## config.mk

```make
export PLATFORM = sky130hd
export DESIGN_NAME = flash_eeprom_emulation_log_unit
export DESIGN_NICKNAME = d
export VERILOG_FILES = /design/src/rtl/feel_pkg.sv /design/src/rtl/feel_dp.sv /design/src/rtl/feel_ctrl.sv /design/src/rtl/flash_eeprom_emulation_log_unit.sv
export VERILOG_INCLUDE_DIRS = /design/src /design/src/rtl
export SDC_FILE = /design/constraint.sdc
export NUM_CORES = 1
export LEC_CHECK = 0
export BUFFER_PORTS_ARGS = -buffer_cell sky130_fd_sc_hd__buf_2
export CORE_MARGIN = 2
export CORE_UTILIZATION = 56
export DETAILED_ROUTE_END_ITERATION = 10
export PLACE_DENSITY = 0.83
export SLEW_MARGIN = 15
export SYNTH_ARGS = -nofsm -noshare
export SYNTH_HDL_FRONTEND = slang
export SYNTH_HIERARCHICAL = 1
export SYNTH_SLANG_ARGS = --single-unit
```

## constraint.sdc

```tcl
create_clock -name clk -period 4.65 [get_ports clk]
set_input_delay 0.2325 -clock clk [delete_from_list [all_inputs] [get_ports clk]]
set_output_delay 0.2325 -clock clk [all_outputs]
set_load 0.02 [all_outputs]
```

## src/rtl/flash_eeprom_emulation_log_unit_assert.svh

```systemverilog
// ----------------------------------------------------------------------------
// Assertion macros for the flash EEPROM emulation log unit
// Each macro expands to one labeled concurrent assertion, clocked on the
// rising edge and disabled while reset is asserted.
// ----------------------------------------------------------------------------
`ifndef FLASH_EEPROM_EMULATION_LOG_UNIT_ASSERT_SVH
`define FLASH_EEPROM_EMULATION_LOG_UNIT_ASSERT_SVH

// Same-cycle implication
`define FEEL_ASSERT_IMP(label, ck, rn, ante, cons, msg) \
    label: assert property (@(posedge ck) disable iff (!rn) (ante) |-> (cons)) \
        else $error(msg);

// Next-cycle implication
`define FEEL_ASSERT_NXT(label, ck, rn, ante, cons, msg) \
    label: assert property (@(posedge ck) disable iff (!rn) (ante) |=> (cons)) \
        else $error(msg);

`endif

```

## src/rtl/feel_pkg.sv

```systemverilog
// ----------------------------------------------------------------------------
// feel_pkg
// Shared constants, codes and controller/datapath interface types for the
// flash EEPROM emulation log unit.
// ----------------------------------------------------------------------------
`default_nettype none

package feel_pkg;

    // Geometry
    localparam int CACHE_BYTES      = 60;
    localparam int PAGES_PER_SECTOR = 16;
    localparam int RECORDS_PER_PAGE = 128;

    localparam int CACHE_IDX_W = (CACHE_BYTES > 1) ? $clog2(CACHE_BYTES) : 1;
    localparam int SLOT_CNT_W  = 12;
    localparam int SLOT_W      = 11;

    localparam logic [SLOT_CNT_W-1:0] TOTAL_SLOTS =
        SLOT_CNT_W'(PAGES_PER_SECTOR * RECORDS_PER_PAGE);
    localparam logic [SLOT_CNT_W-1:0] TOTAL_SLOTS_M1 =
        SLOT_CNT_W'(PAGES_PER_SECTOR * RECORDS_PER_PAGE - 1);
    localparam logic [7:0] CACHE_LIMIT = 8'(CACHE_BYTES);
    localparam logic [CACHE_IDX_W-1:0] WALK_LAST = CACHE_IDX_W'(CACHE_BYTES - 1);

    // Erased flash byte
    localparam logic [7:0] ERASED = 8'hFF;

    // Input kinds
    localparam logic [1:0] KIND_READ   = 2'd0;
    localparam logic [1:0] KIND_WRITE  = 2'd1;
    localparam logic [1:0] KIND_REPLAY = 2'd2;

    // Result operations
    localparam logic [1:0] OP_READ  = 2'd0;
    localparam logic [1:0] OP_PROG  = 2'd1;
    localparam logic [1:0] OP_ERASE = 2'd2;

    typedef enum logic [2:0] {
        ST_IDLE,
        ST_LOOK,
        ST_WREAD,
        ST_WCHK,
        ST_FLUSH
    } state_t;

    typedef enum logic [1:0] {
        RD_PORT,
        RD_ITEM,
        RD_WALK
    } rd_sel_t;

    typedef enum logic [1:0] {
        SRC_READ,
        SRC_PROG,
        SRC_PEND
    } out_src_t;

    typedef struct packed {
        logic     take_item;
        rd_sel_t  rd_sel;
        logic     cache_wr;
        logic     slot_inc;
        logic     slot_clear;
        logic     replay_set;
        logic     out_load;
        out_src_t out_src;
        logic     out_last;
        logic     pend_erase;
        logic     pend_rec;
        logic     pend_clear;
        logic     walk_clear;
        logic     walk_inc;
    } cmd_t;

    typedef struct packed {
        logic [1:0] kind;
        logic       addr_end;
        logic       in_cache;
        logic       same_val;
        logic       slot_free;
        logic       slot_last;
        logic       replay_done;
        logic       walk_hit;
        logic       walk_end;
        logic       out_free;
        logic       pend_valid;
    } sts_t;

endpackage

`default_nettype wire

```

## src/rtl/feel_dp.sv

```systemverilog
// ----------------------------------------------------------------------------
// feel_dp
// Datapath: item registers, byte cache memory with valid bits, log write
// position, compaction walk index, pending record and output register.
// ----------------------------------------------------------------------------
`default_nettype none
`include "flash_eeprom_emulation_log_unit_assert.svh"

module feel_dp (
    input  wire logic                            clk,
    input  wire logic                            rst_n,
    input  wire logic [1:0]                      kind,
    input  wire logic [7:0]                      address,
    input  wire logic [7:0]                      value,
    output logic                                 out_valid,
    input  wire logic                            out_ready,
    output logic [1:0]                           op,
    output logic [feel_pkg::SLOT_W-1:0]          slot,
    output logic [7:0]                           address_res,
    output logic [7:0]                           value_res,
    output logic                                 last,
    input  wire feel_pkg::cmd_t                  cmd,
    output feel_pkg::sts_t                       sts
);

    localparam int IW = feel_pkg::CACHE_IDX_W;
    localparam int SW = feel_pkg::SLOT_W;
    localparam int CW = feel_pkg::SLOT_CNT_W;

    // Item registers
    logic [1:0] kind_reg, kind_next;
    logic [7:0] addr_reg, addr_next;
    logic [7:0] val_reg, val_next;

    // Cache storage
    logic [7:0]                      cache_mem [feel_pkg::CACHE_BYTES];
    logic [7:0]                      rd_data_reg;
    logic [IW-1:0]                   rd_idx;
    logic [feel_pkg::CACHE_BYTES-1:0] valid_reg, valid_next;

    // Log state
    logic [CW-1:0] next_slot_reg, next_slot_next;
    logic          replay_done_reg, replay_done_next;
    logic [IW-1:0] walk_reg, walk_next;

    // Pending record
    logic          pend_valid_reg, pend_valid_next;
    logic [1:0]    pend_op_reg, pend_op_next;
    logic [SW-1:0] pend_slot_reg, pend_slot_next;
    logic [7:0]    pend_addr_reg, pend_addr_next;
    logic [7:0]    pend_val_reg, pend_val_next;

    // Output register
    logic          out_valid_reg, out_valid_next;
    logic [1:0]    out_op_reg, out_op_next;
    logic [SW-1:0] out_slot_reg, out_slot_next;
    logic [7:0]    out_addr_reg, out_addr_next;
    logic [7:0]    out_val_reg, out_val_next;
    logic          out_last_reg, out_last_next;

    logic [IW-1:0] item_idx;
    logic          in_cache;
    logic [7:0]    item_byte;
    logic [7:0]    walk_byte;
    logic          out_free;

    // Decode the latched item against the cache
    assign item_idx  = addr_reg[IW-1:0];
    assign in_cache  = addr_reg < feel_pkg::CACHE_LIMIT;
    assign item_byte = (in_cache && valid_reg[item_idx]) ? rd_data_reg : feel_pkg::ERASED;
    assign walk_byte = valid_reg[walk_reg] ? rd_data_reg : feel_pkg::ERASED;
    assign out_free  = !out_valid_reg || out_ready;

    // Select the cache read address
    always_comb
    begin
        unique case (cmd.rd_sel)
            feel_pkg::RD_PORT: rd_idx = address[IW-1:0];
            feel_pkg::RD_ITEM: rd_idx = item_idx;
            feel_pkg::RD_WALK: rd_idx = walk_reg;
            default:           rd_idx = item_idx;
        endcase
    end

    // Write and read the cache memory
    always_ff @(posedge clk)
    begin
        if (cmd.cache_wr)
        begin
            cache_mem[item_idx] <= val_reg;
        end
        rd_data_reg <= cache_mem[rd_idx];
    end

    // Capture the accepted word
    always_comb
    begin
        kind_next = kind_reg;
        addr_next = addr_reg;
        val_next  = val_reg;
        if (cmd.take_item)
        begin
            kind_next = kind;
            addr_next = address;
            val_next  = value;
        end
    end

    // Update valid bits, log position, replay flag and walk index
    always_comb
    begin
        valid_next = valid_reg;
        if (cmd.cache_wr)
        begin
            valid_next[item_idx] = 1'b1;
        end

        priority if (cmd.slot_clear)
        begin
            next_slot_next = '0;
        end
        else if (cmd.slot_inc)
        begin
            next_slot_next = next_slot_reg + 1'b1;
        end
        else
        begin
            next_slot_next = next_slot_reg;
        end

        replay_done_next = replay_done_reg | cmd.replay_set;

        priority if (cmd.walk_clear)
        begin
            walk_next = '0;
        end
        else if (cmd.walk_inc)
        begin
            walk_next = walk_reg + 1'b1;
        end
        else
        begin
            walk_next = walk_reg;
        end
    end

    // Hold the pending record until its successor shows whether it is last
    always_comb
    begin
        pend_valid_next = pend_valid_reg;
        pend_op_next    = pend_op_reg;
        pend_slot_next  = pend_slot_reg;
        pend_addr_next  = pend_addr_reg;
        pend_val_next   = pend_val_reg;
        if (cmd.pend_clear)
        begin
            pend_valid_next = 1'b0;
        end
        if (cmd.pend_erase)
        begin
            pend_valid_next = 1'b1;
            pend_op_next    = feel_pkg::OP_ERASE;
            pend_slot_next  = '0;
            pend_addr_next  = '0;
            pend_val_next   = '0;
        end
        if (cmd.pend_rec)
        begin
            pend_valid_next = 1'b1;
            pend_op_next    = feel_pkg::OP_PROG;
            pend_slot_next  = next_slot_reg[SW-1:0];
            pend_addr_next  = 8'(walk_reg);
            pend_val_next   = walk_byte;
        end
    end

    // Load or drain the output register
    always_comb
    begin
        out_valid_next = out_valid_reg;
        out_op_next    = out_op_reg;
        out_slot_next  = out_slot_reg;
        out_addr_next  = out_addr_reg;
        out_val_next   = out_val_reg;
        out_last_next  = out_last_reg;
        if (out_valid_reg && out_ready)
        begin
            out_valid_next = 1'b0;
        end
        if (cmd.out_load)
        begin
            out_valid_next = 1'b1;
            out_last_next  = cmd.out_last;
            unique case (cmd.out_src)
                feel_pkg::SRC_READ:
                begin
                    out_op_next   = feel_pkg::OP_READ;
                    out_slot_next = '0;
                    out_addr_next = '0;
                    out_val_next  = item_byte;
                end
                feel_pkg::SRC_PROG:
                begin
                    out_op_next   = feel_pkg::OP_PROG;
                    out_slot_next = next_slot_reg[SW-1:0];
                    out_addr_next = addr_reg;
                    out_val_next  = val_reg;
                end
                feel_pkg::SRC_PEND:
                begin
                    out_op_next   = pend_op_reg;
                    out_slot_next = pend_slot_reg;
                    out_addr_next = pend_addr_reg;
                    out_val_next  = pend_val_reg;
                end
                default:
                begin
                    out_op_next   = pend_op_reg;
                    out_slot_next = pend_slot_reg;
                    out_addr_next = pend_addr_reg;
                    out_val_next  = pend_val_reg;
                end
            endcase
        end
    end

    // Control registers
    always_ff @(posedge clk or negedge rst_n)
    begin
        if (!rst_n)
        begin
            valid_reg       <= '0;
            next_slot_reg   <= '0;
            replay_done_reg <= 1'b0;
            walk_reg        <= '0;
            pend_valid_reg  <= 1'b0;
            out_valid_reg   <= 1'b0;
        end
        else
        begin
            valid_reg       <= valid_next;
            next_slot_reg   <= next_slot_next;
            replay_done_reg <= replay_done_next;
            walk_reg        <= walk_next;
            pend_valid_reg  <= pend_valid_next;
            out_valid_reg   <= out_valid_next;
        end
    end

    // Payload registers
    always_ff @(posedge clk)
    begin
        kind_reg      <= kind_next;
        addr_reg      <= addr_next;
        val_reg       <= val_next;
        pend_op_reg   <= pend_op_next;
        pend_slot_reg <= pend_slot_next;
        pend_addr_reg <= pend_addr_next;
        pend_val_reg  <= pend_val_next;
        out_op_reg    <= out_op_next;
        out_slot_reg  <= out_slot_next;
        out_addr_reg  <= out_addr_next;
        out_val_reg   <= out_val_next;
        out_last_reg  <= out_last_next;
    end

    // Status to the controller
    always_comb
    begin
        sts.kind        = kind_reg;
        sts.addr_end    = addr_reg == feel_pkg::ERASED;
        sts.in_cache    = in_cache;
        sts.same_val    = item_byte == val_reg;
        sts.slot_free   = next_slot_reg < feel_pkg::TOTAL_SLOTS;
        sts.slot_last   = next_slot_reg == feel_pkg::TOTAL_SLOTS_M1;
        sts.replay_done = replay_done_reg;
        sts.walk_hit    = walk_byte != feel_pkg::ERASED;
        sts.walk_end    = walk_reg == feel_pkg::WALK_LAST;
        sts.out_free    = out_free;
        sts.pend_valid  = pend_valid_reg;
    end

    assign out_valid   = out_valid_reg;
    assign op          = out_op_reg;
    assign slot        = out_slot_reg;
    assign address_res = out_addr_reg;
    assign value_res   = out_val_reg;
    assign last        = out_last_reg;

    `FEEL_ASSERT_IMP(a_load_needs_room, clk, rst_n, cmd.out_load, out_free,
        "output register loaded while a word is still held")
    `FEEL_ASSERT_IMP(a_pend_not_lost, clk, rst_n, cmd.pend_rec && pend_valid_reg,
        cmd.out_load && (cmd.out_src == feel_pkg::SRC_PEND),
        "pending record overwritten before it was sent")
    `FEEL_ASSERT_IMP(a_cache_wr_in_range, clk, rst_n, cmd.cache_wr, in_cache,
        "cache write to an address outside the cache")
    `FEEL_ASSERT_NXT(a_slot_bound, clk, rst_n, cmd.slot_inc && !cmd.slot_clear,
        next_slot_reg <= feel_pkg::TOTAL_SLOTS,
        "log position ran past the end of the sector")

endmodule

`default_nettype wire

```

## src/rtl/feel_ctrl.sv

```systemverilog
// ----------------------------------------------------------------------------
// feel_ctrl
// Controller: takes one word at a time, decides read, write and replay
// actions, and sequences the erase and compaction walk.
// ----------------------------------------------------------------------------
`default_nettype none

module feel_ctrl (
    input  wire logic           clk,
    input  wire logic           rst_n,
    input  wire logic           in_valid,
    output logic                in_ready,
    input  wire feel_pkg::sts_t sts,
    output feel_pkg::cmd_t      cmd
);

    feel_pkg::state_t state_reg, state_next;

    // State register
    always_ff @(posedge clk or negedge rst_n)
    begin
        if (!rst_n)
        begin
            state_reg <= feel_pkg::ST_IDLE;
        end
        else
        begin
            state_reg <= state_next;
        end
    end

    // Next state and commands
    always_comb
    begin
        state_next  = state_reg;
        in_ready    = 1'b0;
        cmd         = '0;
        cmd.rd_sel  = feel_pkg::RD_ITEM;
        cmd.out_src = feel_pkg::SRC_READ;

        unique case (state_reg)
            feel_pkg::ST_IDLE:
            begin
                // Read the cache at the incoming address
                in_ready   = 1'b1;
                cmd.rd_sel = feel_pkg::RD_PORT;
                if (in_valid)
                begin
                    cmd.take_item = 1'b1;
                    state_next    = feel_pkg::ST_LOOK;
                end
            end

            feel_pkg::ST_LOOK:
            begin
                unique case (sts.kind)
                    feel_pkg::KIND_REPLAY:
                    begin
                        if (!sts.replay_done)
                        begin
                            if (sts.addr_end)
                            begin
                                cmd.replay_set = 1'b1;
                            end
                            else
                            begin
                                cmd.cache_wr   = sts.in_cache;
                                cmd.slot_inc   = sts.slot_free;
                                cmd.replay_set = !sts.slot_free || sts.slot_last;
                            end
                        end
                        state_next = feel_pkg::ST_IDLE;
                    end

                    feel_pkg::KIND_READ:
                    begin
                        if (sts.out_free)
                        begin
                            cmd.replay_set = 1'b1;
                            cmd.out_load   = 1'b1;
                            cmd.out_src    = feel_pkg::SRC_READ;
                            cmd.out_last   = 1'b1;
                            state_next     = feel_pkg::ST_IDLE;
                        end
                    end

                    feel_pkg::KIND_WRITE:
                    begin
                        if (!sts.in_cache || sts.same_val)
                        begin
                            // Drop a write outside the cache or one that changes nothing
                            cmd.replay_set = 1'b1;
                            state_next     = feel_pkg::ST_IDLE;
                        end
                        else if (sts.slot_free)
                        begin
                            if (sts.out_free)
                            begin
                                cmd.replay_set = 1'b1;
                                cmd.cache_wr   = 1'b1;
                                cmd.out_load   = 1'b1;
                                cmd.out_src    = feel_pkg::SRC_PROG;
                                cmd.out_last   = !sts.slot_last;
                                cmd.slot_inc   = 1'b1;
                                if (sts.slot_last)
                                begin
                                    cmd.pend_erase = 1'b1;
                                    cmd.slot_clear = 1'b1;
                                    cmd.walk_clear = 1'b1;
                                    state_next     = feel_pkg::ST_WREAD;
                                end
                                else
                                begin
                                    state_next = feel_pkg::ST_IDLE;
                                end
                            end
                        end
                        else
                        begin
                            // Sector already full: cache the byte, then compact
                            cmd.replay_set = 1'b1;
                            cmd.cache_wr   = 1'b1;
                            cmd.pend_erase = 1'b1;
                            cmd.slot_clear = 1'b1;
                            cmd.walk_clear = 1'b1;
                            state_next     = feel_pkg::ST_WREAD;
                        end
                    end

                    default:
                    begin
                        state_next = feel_pkg::ST_IDLE;
                    end
                endcase
            end

            feel_pkg::ST_WREAD:
            begin
                cmd.rd_sel = feel_pkg::RD_WALK;
                state_next = feel_pkg::ST_WCHK;
            end

            feel_pkg::ST_WCHK:
            begin
                cmd.rd_sel = feel_pkg::RD_WALK;
                if (sts.walk_hit && sts.slot_free && sts.pend_valid && !sts.out_free)
                begin
                    // Hold until the pending record can move out
                    state_next = feel_pkg::ST_WCHK;
                end
                else
                begin
                    if (sts.walk_hit && sts.slot_free)
                    begin
                        cmd.out_load = sts.pend_valid;
                        cmd.out_src  = feel_pkg::SRC_PEND;
                        cmd.out_last = 1'b0;
                        cmd.pend_rec = 1'b1;
                        cmd.slot_inc = 1'b1;
                    end
                    if (sts.walk_end)
                    begin
                        state_next = feel_pkg::ST_FLUSH;
                    end
                    else
                    begin
                        cmd.walk_inc = 1'b1;
                        state_next   = feel_pkg::ST_WREAD;
                    end
                end
            end

            feel_pkg::ST_FLUSH:
            begin
                // Send the final record of the compaction
                if (sts.out_free)
                begin
                    cmd.out_load   = sts.pend_valid;
                    cmd.out_src    = feel_pkg::SRC_PEND;
                    cmd.out_last   = 1'b1;
                    cmd.pend_clear = 1'b1;
                    state_next     = feel_pkg::ST_IDLE;
                end
            end

            default:
            begin
                state_next = feel_pkg::ST_IDLE;
            end
        endcase
    end

endmodule

`default_nettype wire

```

## src/rtl/flash_eeprom_emulation_log_unit.sv

```systemverilog
// ----------------------------------------------------------------------------
// flash_eeprom_emulation_log_unit: byte EEPROM emulated on a flash record log
// Each word is taken in IDLE and handled in LOOK; the cache memory is read as
// the word is accepted, and a read result enters the output register when free.
// A write that fills the sector adds erase and compaction: each cache byte is
// read in WREAD and checked in WCHK, where output stalls hold it; FLUSH ends it.
// Reset: cache reads 0xFF at once through valid bits; no clearing pass.
// ----------------------------------------------------------------------------
`default_nettype none

module flash_eeprom_emulation_log_unit (
    input  wire logic                   clk,
    input  wire logic                   rst_n,
    input  wire logic                   in_valid,
    output logic                        in_ready,
    input  wire logic [1:0]             kind,
    input  wire logic [7:0]             address,
    input  wire logic [7:0]             value,
    output logic                        out_valid,
    input  wire logic                   out_ready,
    output logic [1:0]                  op,
    output logic [feel_pkg::SLOT_W-1:0] slot,
    output logic [7:0]                  address_res,
    output logic [7:0]                  value_res,
    output logic                        last
);

    feel_pkg::cmd_t cmd;
    feel_pkg::sts_t sts;

    // Sequence each word
    feel_ctrl u_ctrl (
        .clk      (clk),
        .rst_n    (rst_n),
        .in_valid (in_valid),
        .in_ready (in_ready),
        .sts      (sts),
        .cmd      (cmd)
    );

    // Cache, log position and result registers
    feel_dp u_dp (
        .clk         (clk),
        .rst_n       (rst_n),
        .kind        (kind),
        .address     (address),
        .value       (value),
        .out_valid   (out_valid),
        .out_ready   (out_ready),
        .op          (op),
        .slot        (slot),
        .address_res (address_res),
        .value_res   (value_res),
        .last        (last),
        .cmd         (cmd),
        .sts         (sts)
    );

endmodule

`default_nettype wire

```

# Yosys cells after proc, flatten, opt, wreduce, memory -nomap -nowiden
# Memory sizes are Yosys's and may differ from the RTL's. A register that Yosys moved wholly into a read port is not among the register bits.
# Index checks and enable logic that the tools add are counted.
[totals]
output_inout_bits = 32
in_bits = 22
memories = 1
word_cells = 158
register_bits = 159
mem_bits_rw = 480
[memory_table]
columns = ["name", "depth", "width", "rd", "rd_clocked_by_memory_dff", "wr", "line_no", "rtl"]
rows = [
  ["u_dp.cache_mem", 60, 8, 1, 1, 1, "feel_dp.sv:36", "logic [7:0] cache_mem [feel_pkg::CACHE_BYTES];"],
]
[op_classes]
n_eq_ne = 15
addsub = 2
muxes = 89
n_reduce_logical = 25
n_lt_le_gt_ge = 5
bitwise = 2
[op_table]
columns = ["op", "count"]
rows = [
  ["60-bit OR", 1],
  ["9-bit 2-to-1 mux", 5],
  ["1-bit 2-to-1 mux", 37],
  ["8-bit 2-to-1 mux", 4],
  ["8-bit case mux with 2 select lines", 2],
  ["12-bit 2-to-1 mux", 2],
  ["3-bit 2-to-1 mux", 8],
  ["6-bit 2-to-1 mux", 4],
  ["11-bit 2-to-1 mux", 2],
  ["11-bit case mux with 2 select lines", 1],
  ["4-bit 2-to-1 mux", 4],
  ["3-bit case mux with 5 select lines", 1],
  ["6-bit by 7-bit < comparator with 1-bit output (second input constant)", 2],
  ["12-bit by 1-bit adder with 12-bit output (second input constant)", 1],
  ["1-bit binary-select mux with 6-bit select", 2],
  ["12-bit by 11-bit equality test with 1-bit output (second input constant)", 1],
  ["12-bit < comparator (second input constant)", 1],
  ["2-bit case mux with 2 select lines", 3],
  ["4-bit case mux with 3 select lines", 1],
  ["6-bit case mux with 2 select lines", 1],
  ["2-bit 2-to-1 mux", 5],
  ["5-bit 2-to-1 mux", 2],
  ["8-bit equality test", 1],
  ["8-bit equality test (second input constant)", 1],
  ["27 further kinds", 46],
]

# Depth between registers and ports, before layout
# Gate-level depths: netlist of the first run.
[depth]
depth_word = 15
ltp_mapped = 20
depth_no_buf = 15

# Modules after synthesis
# Netlist of the first run, hierarchy kept.
[modules_own_cells]
columns = ["mod", "seq_area_each_um2", "area_each_um2", "n_inst", "cells_each"]
rows = [
  ["feel_dp", 18833.1, 26163.8, 1, 1446],
  ["feel_ctrl", 75.1, 590.6, 1, 79],
]

# Worst setup path before layout of the first run
# Ideal clock, no wire load.
[synth_path]
path_kind = "register to register"
start = "register u_dp.addr_reg[0]"
end = "register u_dp.out_addr_reg[0] (netlist: u_dp/address_res[0]) (enable)"
setup_time_ps = 427
t_arrival_ps = 4226
period_less_slack_ps = 4653
required_ps = 4223
setup_slack_ps = -3
stages_incl_launch_ff = 14
path_buffers = 3
path_cell_list = "edfxtp_1 buf_6 buf_6 mux2_4 a32oi_1 nor2_1 or4_4 o21ai_2 buf_6 mux2i_1 a211oi_2 and3b_1 nand2_1 o211ai_1"
[synth_rtl]
columns = ["element", "line_no", "rtl"]
rows = [
  ["start, declared", "feel_dp.sv:32", "logic [7:0] addr_reg, addr_next;"],
  ["start signal, assigned", "feel_dp.sv:254", "addr_reg <= addr_next;"],
  ["end signal, assigned", "feel_dp.sv:262", "out_addr_reg <= out_addr_next;"],
  ["end, declared", "feel_dp.sv:57", "logic [7:0] out_addr_reg, out_addr_next;"],
]

==> flow_summary.yaml, run 1 <==
timing:
  rsz0062_at_grt: "yes"
  maxSlewViolCount: 0
  fin_hold_ws_ns: 0.121
  finalSetupViolations: 0
  totalNegativeSetupSlack_ns: 0
  finClkSkew_ns: 0.0240
  finalCritPeriodShare_pct: 98.4
  hold_violations: 0
  post-route-min-period_ns: 4.57
  relSlewSlack_pct: 29.1
  tightest_slew_ns: 1.06
  clock.fmax_mhz: 219
cells_and_area:
  nFillCells: 3037
  fin_nets: 1708
  layout_common_cells: "edfxtp_1 (553), mux4_2 (146), buf_4 (102), dfrtp_1 (84), nor2_1 (79)"
  largest_reg_flops: 480
  diodes: 0
  area_growth_syn_to_layout_pct: 15.0
  final_common_cell: "edfxtp_1"
  postLayoutCoreUtil_pct: 64.9
  fin_area_um2: 30800
  drive_above_1_share_pct: 30.1
  instances_no_fill: 2345
synthesis:
  ys_ff_latch: 647
  yosysWarnings: 6
  ys.flop_type: "edfxtp_1"
  ys_seq_area_share_pct: 70.7
  synth_edf_count: 553
  ys_types: 62
  ys_async_sr_fraction_pct: 13.0
  synth_area_per_cell_um2: 17.5
  netlist_area_um2: 26800
  syn_inst: 1525
  syn_nets: 1553
setup_path:
  cp.arrival_ns: 4.86
  rrSetupSlack_ns: 0.08
  critPathCapture: "u_dp/cache_mem[8][4]"
  reg2reg_depth: 15
  reg2reg_from: "u_dp/addr_reg[1]"
  worstPathMaxFanout: 9
  end_kind: "register"
  critPathLaunchType: "register"
  worstReg2RegEnd: "u_dp/cache_mem[8][4]"
  crit_type: "register to register"
  worstPathRequired_ns: 4.94
  startpoint: "u_dp/addr_reg[1]"
power_and_ir_drop:
  cellPowerDensity_nw_per_um2: 543
  power.leakage_nw: 10.8
  peakVddDrop_v: 0.000347
cts:
  path_clk_slew_ns: 0.06
  numClockSinks: 647
  ctsLongestPathBuffers: 3
  numCtsBuffers: 66
  post_cts_buffers: 0
  cts_tree: "yes"
  ctsHtreeMaxLevel: 3
  root_buffer: "clkbuf_16"
  clkLatencyLatePin_ns: 0.60
grt:
  grt_pass1_vias: 15025
  grt_max_degree: 62
  grt_pass1_wl_mm: 95.1
  grtUsageTotal_pct: 25.9
  grt_overflow: 0
  antenna_found_initial: 0
drt:
  drcViolationCount: 0
  vias: 15075
  via_per_inst: 6.43
  drt_iter0_drc: 2022
  antenna_left: 0
  post_drt_wl_per_cell_um: 26.9
  wl_mm: 63.0
  dr.pass1.iters: 6
flow_run:
  cap_violations: 0
placement:
  hpwlAfterDp_mm: 39.8
  gp_congestion: 0.942
  dp_cells: 2208
  io_buffer_count: 53
  dpl_cell_area_um2: 28200
floorplanning:
  die_h_um: 223
  die_x_um: 223
  initial_core_util_pct: 56.4
  io_pins: 54
  core_um2: 47400
  die_area_um2: 49500
  rows: 80
worst_hold_path:
  hold_path_depth: 4
  worstHoldPathType: "input port to register"
run_status:
  status: "complete, no violations"
## worst max-delay path, cell delays in order, from the launching register on
cell and delay (ns):
edfxtp_1 0.44, mux4_1 0.60, a22oi_1 0.24, o311ai_1 0.17
or4_4 0.48, o21ai_2 0.24, buf_4 0.20, o21a_1 0.15
a211oi_2 0.09, inv_1 0.07, a31oi_1 0.07, and4b_1 0.42
nor2b_2 0.34, nand2_2 0.27, nor2_1 0.24, buf_4 0.23
## routing by layer
| layer | share of wire, % | vias up | global-route usage (%) | wire length, µm |
|---|---|---|---|---|
| li1 | - | 6325 | - | - |
| met1 | 38 | 7624 | 35.2 | 23800 |
| met2 | 49 | 953 | 42.0 | 30700 |
| met3 | 9.0 | 173 | 4.77 | 5660 |
| met4 | 4.4 | 0 | 10.5 | 2790 |
| met5 | 0 | - | 0 | 0 |
## cell type report
type	instances	area, µm²	share of cell area, %
well taps	615	769	2.50
multi-input cells	773	7500	24.4
inverters	14	52.6	0.171
repair buffers	178	1320	4.28
flip-flops and latches	647	18900	61.4
clock buffers	88	1770	5.74
clock inverters	30	464	1.51
## Yosys cell counts (12+ instances only)
library cell  count  area [µm²]
a211oi_1         27         203
a21oi_1          17        85.1
a31oi_1          13        81.3
and2_1           23         144
buf_1            12        45.0
buf_2            22         110
buf_4            17         128
clkbuf_1         33         124
dfrtp_1          84        2100
edfxtp_1        553       16600
inv_1            14        52.6
mux2_2           12         135
mux2i_1          61         611
mux4_2          146        3290
nand2_1          79         297
nand2b_1         13        81.3
nand3_1          12        60.1
nor2_1          103         387
nor2b_1          15        93.8
nor3_1           12        60.1
o211ai_1         12        90.1
o21ai_0          37         185
or2_2            63         394
xor2_1           13         114
## worst min path at each step
stage / end / startpoint
6_report: u_ctrl/state_reg[0] / in_valid
5_1_grt: u_ctrl/state_reg[0] / in_valid
4_1_cts: u_ctrl/state_reg[0] / in_valid
3_5_place_dp: u_dp/out_valid / rst_n
3_3_place_gp: u_dp/out_valid / rst_n
2_1_floorplan: u_ctrl/state_reg[0] / rst_n
## kinds of logic after synthesis
family | share of synthesized area, %
buffers and inverters | 2.01
XOR/XNOR | 0.557
AND/OR/NAND/NOR | 7.07
multiplexers | 15.3
AO/OA/AOI/OAI | 4.08
flip-flops | 70.7
adder cells (fa/ha/maj) | 0.281
## power breakdown
part / switching [mW] / total [mW] / internal, mW
logic: 2.51 / 4.30 / 1.79
registers: 0.299 / 6.99 / 6.69
clock network: 2.17 / 5.42 / 3.26
## per-stage QoR
stage | power, mW | setup slack (ns)
after global routing | 17.3 | -0.0535
after floorplan | 9.87 | 0.0115
after detailed placement | 11.3 | -0.0246
after global placement | 11.2 | 0.0470
after CTS | 16.7 | -0.117
final | 16.7 | 0.0755
## repair_timing
item                                    in CTS  in global routing
cloned                                       0                  0
hold buffers                                19                  0
resized for setup                            0                 41
hold endpoints to repair                    70                  0
endpoints found under the setup margin      50                415
(Power assumes the default switching activity.)
==> inputs of run 2 (changes only) <==
CTS_BUF_LIST = sky130_fd_sc_hd__clkbuf_16   (was default)
==> flow_summary.yaml, run 2 (synthesis gave the netlist of run 1 again) <==
grt:
  antenna_found_initial: 0
  grt_max_degree: 62
  grt_pass1_wl_mm: 95.2
  grt_pass1_vias: 15026
  grtUsageTotal_pct: 25.9
  grt_overflow: 0
floorplanning:
  initial_core_util_pct: 56.4
  io_pins: 54
  rows: 80
  die_area_um2: 49500
  die_h_um: 223
  core_um2: 47400
  die_x_um: 223
cts:
  clkLatencyLatePin_ns: 0.60
  numCtsBuffers: 66
  path_clk_slew_ns: 0.06
  numClockSinks: 647
  ctsLongestPathBuffers: 3
  cts_tree: "yes"
  root_buffer: "clkbuf_16"
  ctsHtreeMaxLevel: 3
drt:
  wl_mm: 63.2
  vias: 15155
  antenna_left: 0
  dr.pass1.iters: 5
  drt_iter0_drc: 2021
  drcViolationCount: 0
  post_drt_wl_per_cell_um: 26.9
  via_per_inst: 6.46
power_and_ir_drop:
  peakVddDrop_v: 0.000347
  power.leakage_nw: 10.9
  cellPowerDensity_nw_per_um2: 541
cells_and_area:
  final_common_cell: "edfxtp_1"
  layout_common_cells: "edfxtp_1 (553), mux4_2 (146), buf_4 (102), dfrtp_1 (84), nor2_1 (79)"
  drive_above_1_share_pct: 30.1
  fin_area_um2: 30800
  largest_reg_flops: 480
  diodes: 0
  area_growth_syn_to_layout_pct: 15.0
  fin_nets: 1708
placement:
  hpwlAfterDp_mm: 39.8
  io_buffer_count: 53
  preCtsSetupSlack_ns: -0.0246
  dpl_cell_area_um2: 28200
  gp_congestion: 0.942
worst_hold_path:
  worstHoldStart: "in_valid"
  hold_path_depth: 4
  worstHoldPathType: "input port to register"
timing:
  maxSlewViolCount: 0
  finalSetupViolations: 0
  post-route-min-period_ns: 4.55
  totalNegativeSetupSlack_ns: 0
  relSlewSlack_pct: 29.1
  fin_ws_ns: 0.0981
  finClkSkew_ns: 0.0231
  rsz0062_at_grt: "yes"
  hold_violations: 0
  clock.fmax_mhz: 220
  finalCritPeriodShare_pct: 97.9
  tightest_slew_ns: 1.06
setup_path:
  end_kind: "register"
  slowest_delay_ns: 0.60
  crit_slowest_cell: "mux4_1"
  reg2reg_from: "u_dp/addr_reg[1]"
  worstPathRequired_ns: 4.94
  path_common_cell: "buf_4"
  path_cells: "mux4_1 -> a22oi_1 -> o311ai_1 -> or4_4 -> o21ai_2 -> buf_4 -> o21a_1 -> a211oi_2 -> inv_1 -> a31oi_1 -> and4b_1 -> nor2b_2 -> nand2_2 -> nor2_1 -> buf_4"
  startpoint: "u_dp/addr_reg[1]"
  worstPathMaxFanout: 9
  cp.arrival_ns: 4.84
  reg2reg_depth: 15
  crit_type: "register to register"
  critPathLaunchType: "register"
run_status:
  status: "complete, no violations"
flow_run:
  cap_violations: 0
-- run 2: final cells by class --
type | count | area [µm²]
sequential | 647 | 18900
fill | 3039 | 16700
multi-input combinational | 773 | 7500
clock buffer | 67 | 1680
timing repair buffer | 178 | 1320
tap | 615 | 769
clock inverter | 51 | 543
inverter | 14 | 52.6
-- run 2: what timing repair did --
action | in CTS | in global routing
hold buffers | 19 | 0
setup endpoints to repair | 50 | 414
gates resized for setup | 0 | 41
setup buffers | 0 | 0
hold endpoints to repair | 70 | 0
-- run 2: report_power, final --
| part | internal (mW) | switching, mW | leakage [nW] |
|---|---|---|---|
| combinational | 1.79 | 2.50 | 3.53 |
| clock | 3.20 | 2.17 | 1.15 |
| sequential | 6.69 | 0.299 | 6.20 |
-- run 2: per-layer routing --
metal	vias up	share of wire (%)	GRT usage [%]
met5	-	0	0
li1	6323	-	-
met4	0	4.3	10.5
met1	7722	38	35.3
met3	179	8.9	4.77
met2	931	49	42.0
-- run 2: worst max-delay path, delay by kind of cell (launching register included) --
kind | cells | cell delay, ns
AOI/OAI and AO/OA | 6 | 0.95
buffers and inverters | 3 | 0.50
DFF | 1 | 0.45
muxes | 1 | 0.60
and+or+nand+nor | 5 | 1.73
-- run 2: path summary, 6_finish.rpt --
| kind | endpoint | slack, ns |
|---|---|---|
| setup / recovery | u_dp/cache_mem[8][4] | 0.1 |
| hold / removal | u_ctrl/state_reg[0] | 0.12 |
| setup reg to reg | u_dp/cache_mem[8][4] | 0.1 |
| hold reg to reg | u_dp/pend_op_reg[0] | 0.49 |
| max in group asynchronous | u_dp/valid_reg[24] | 3.50 |
| min in group asynchronous | u_dp/out_valid | 0.22 |
-- run 2: stage by stage --
step	util (%)	hold slack [ns]	instances	power, mW
2_1_floorplan	-	-0.0631	1525	9.87
3_3_place_gp	59.5	0.316	2208	11.2
3_5_place_dp	59.5	0.326	2208	11.3
4_1_cts	64.6	0.103	2345	16.7
5_1_grt	64.8	0.162	2345	17.2
6_report	64.8	0.124	2345	16.7
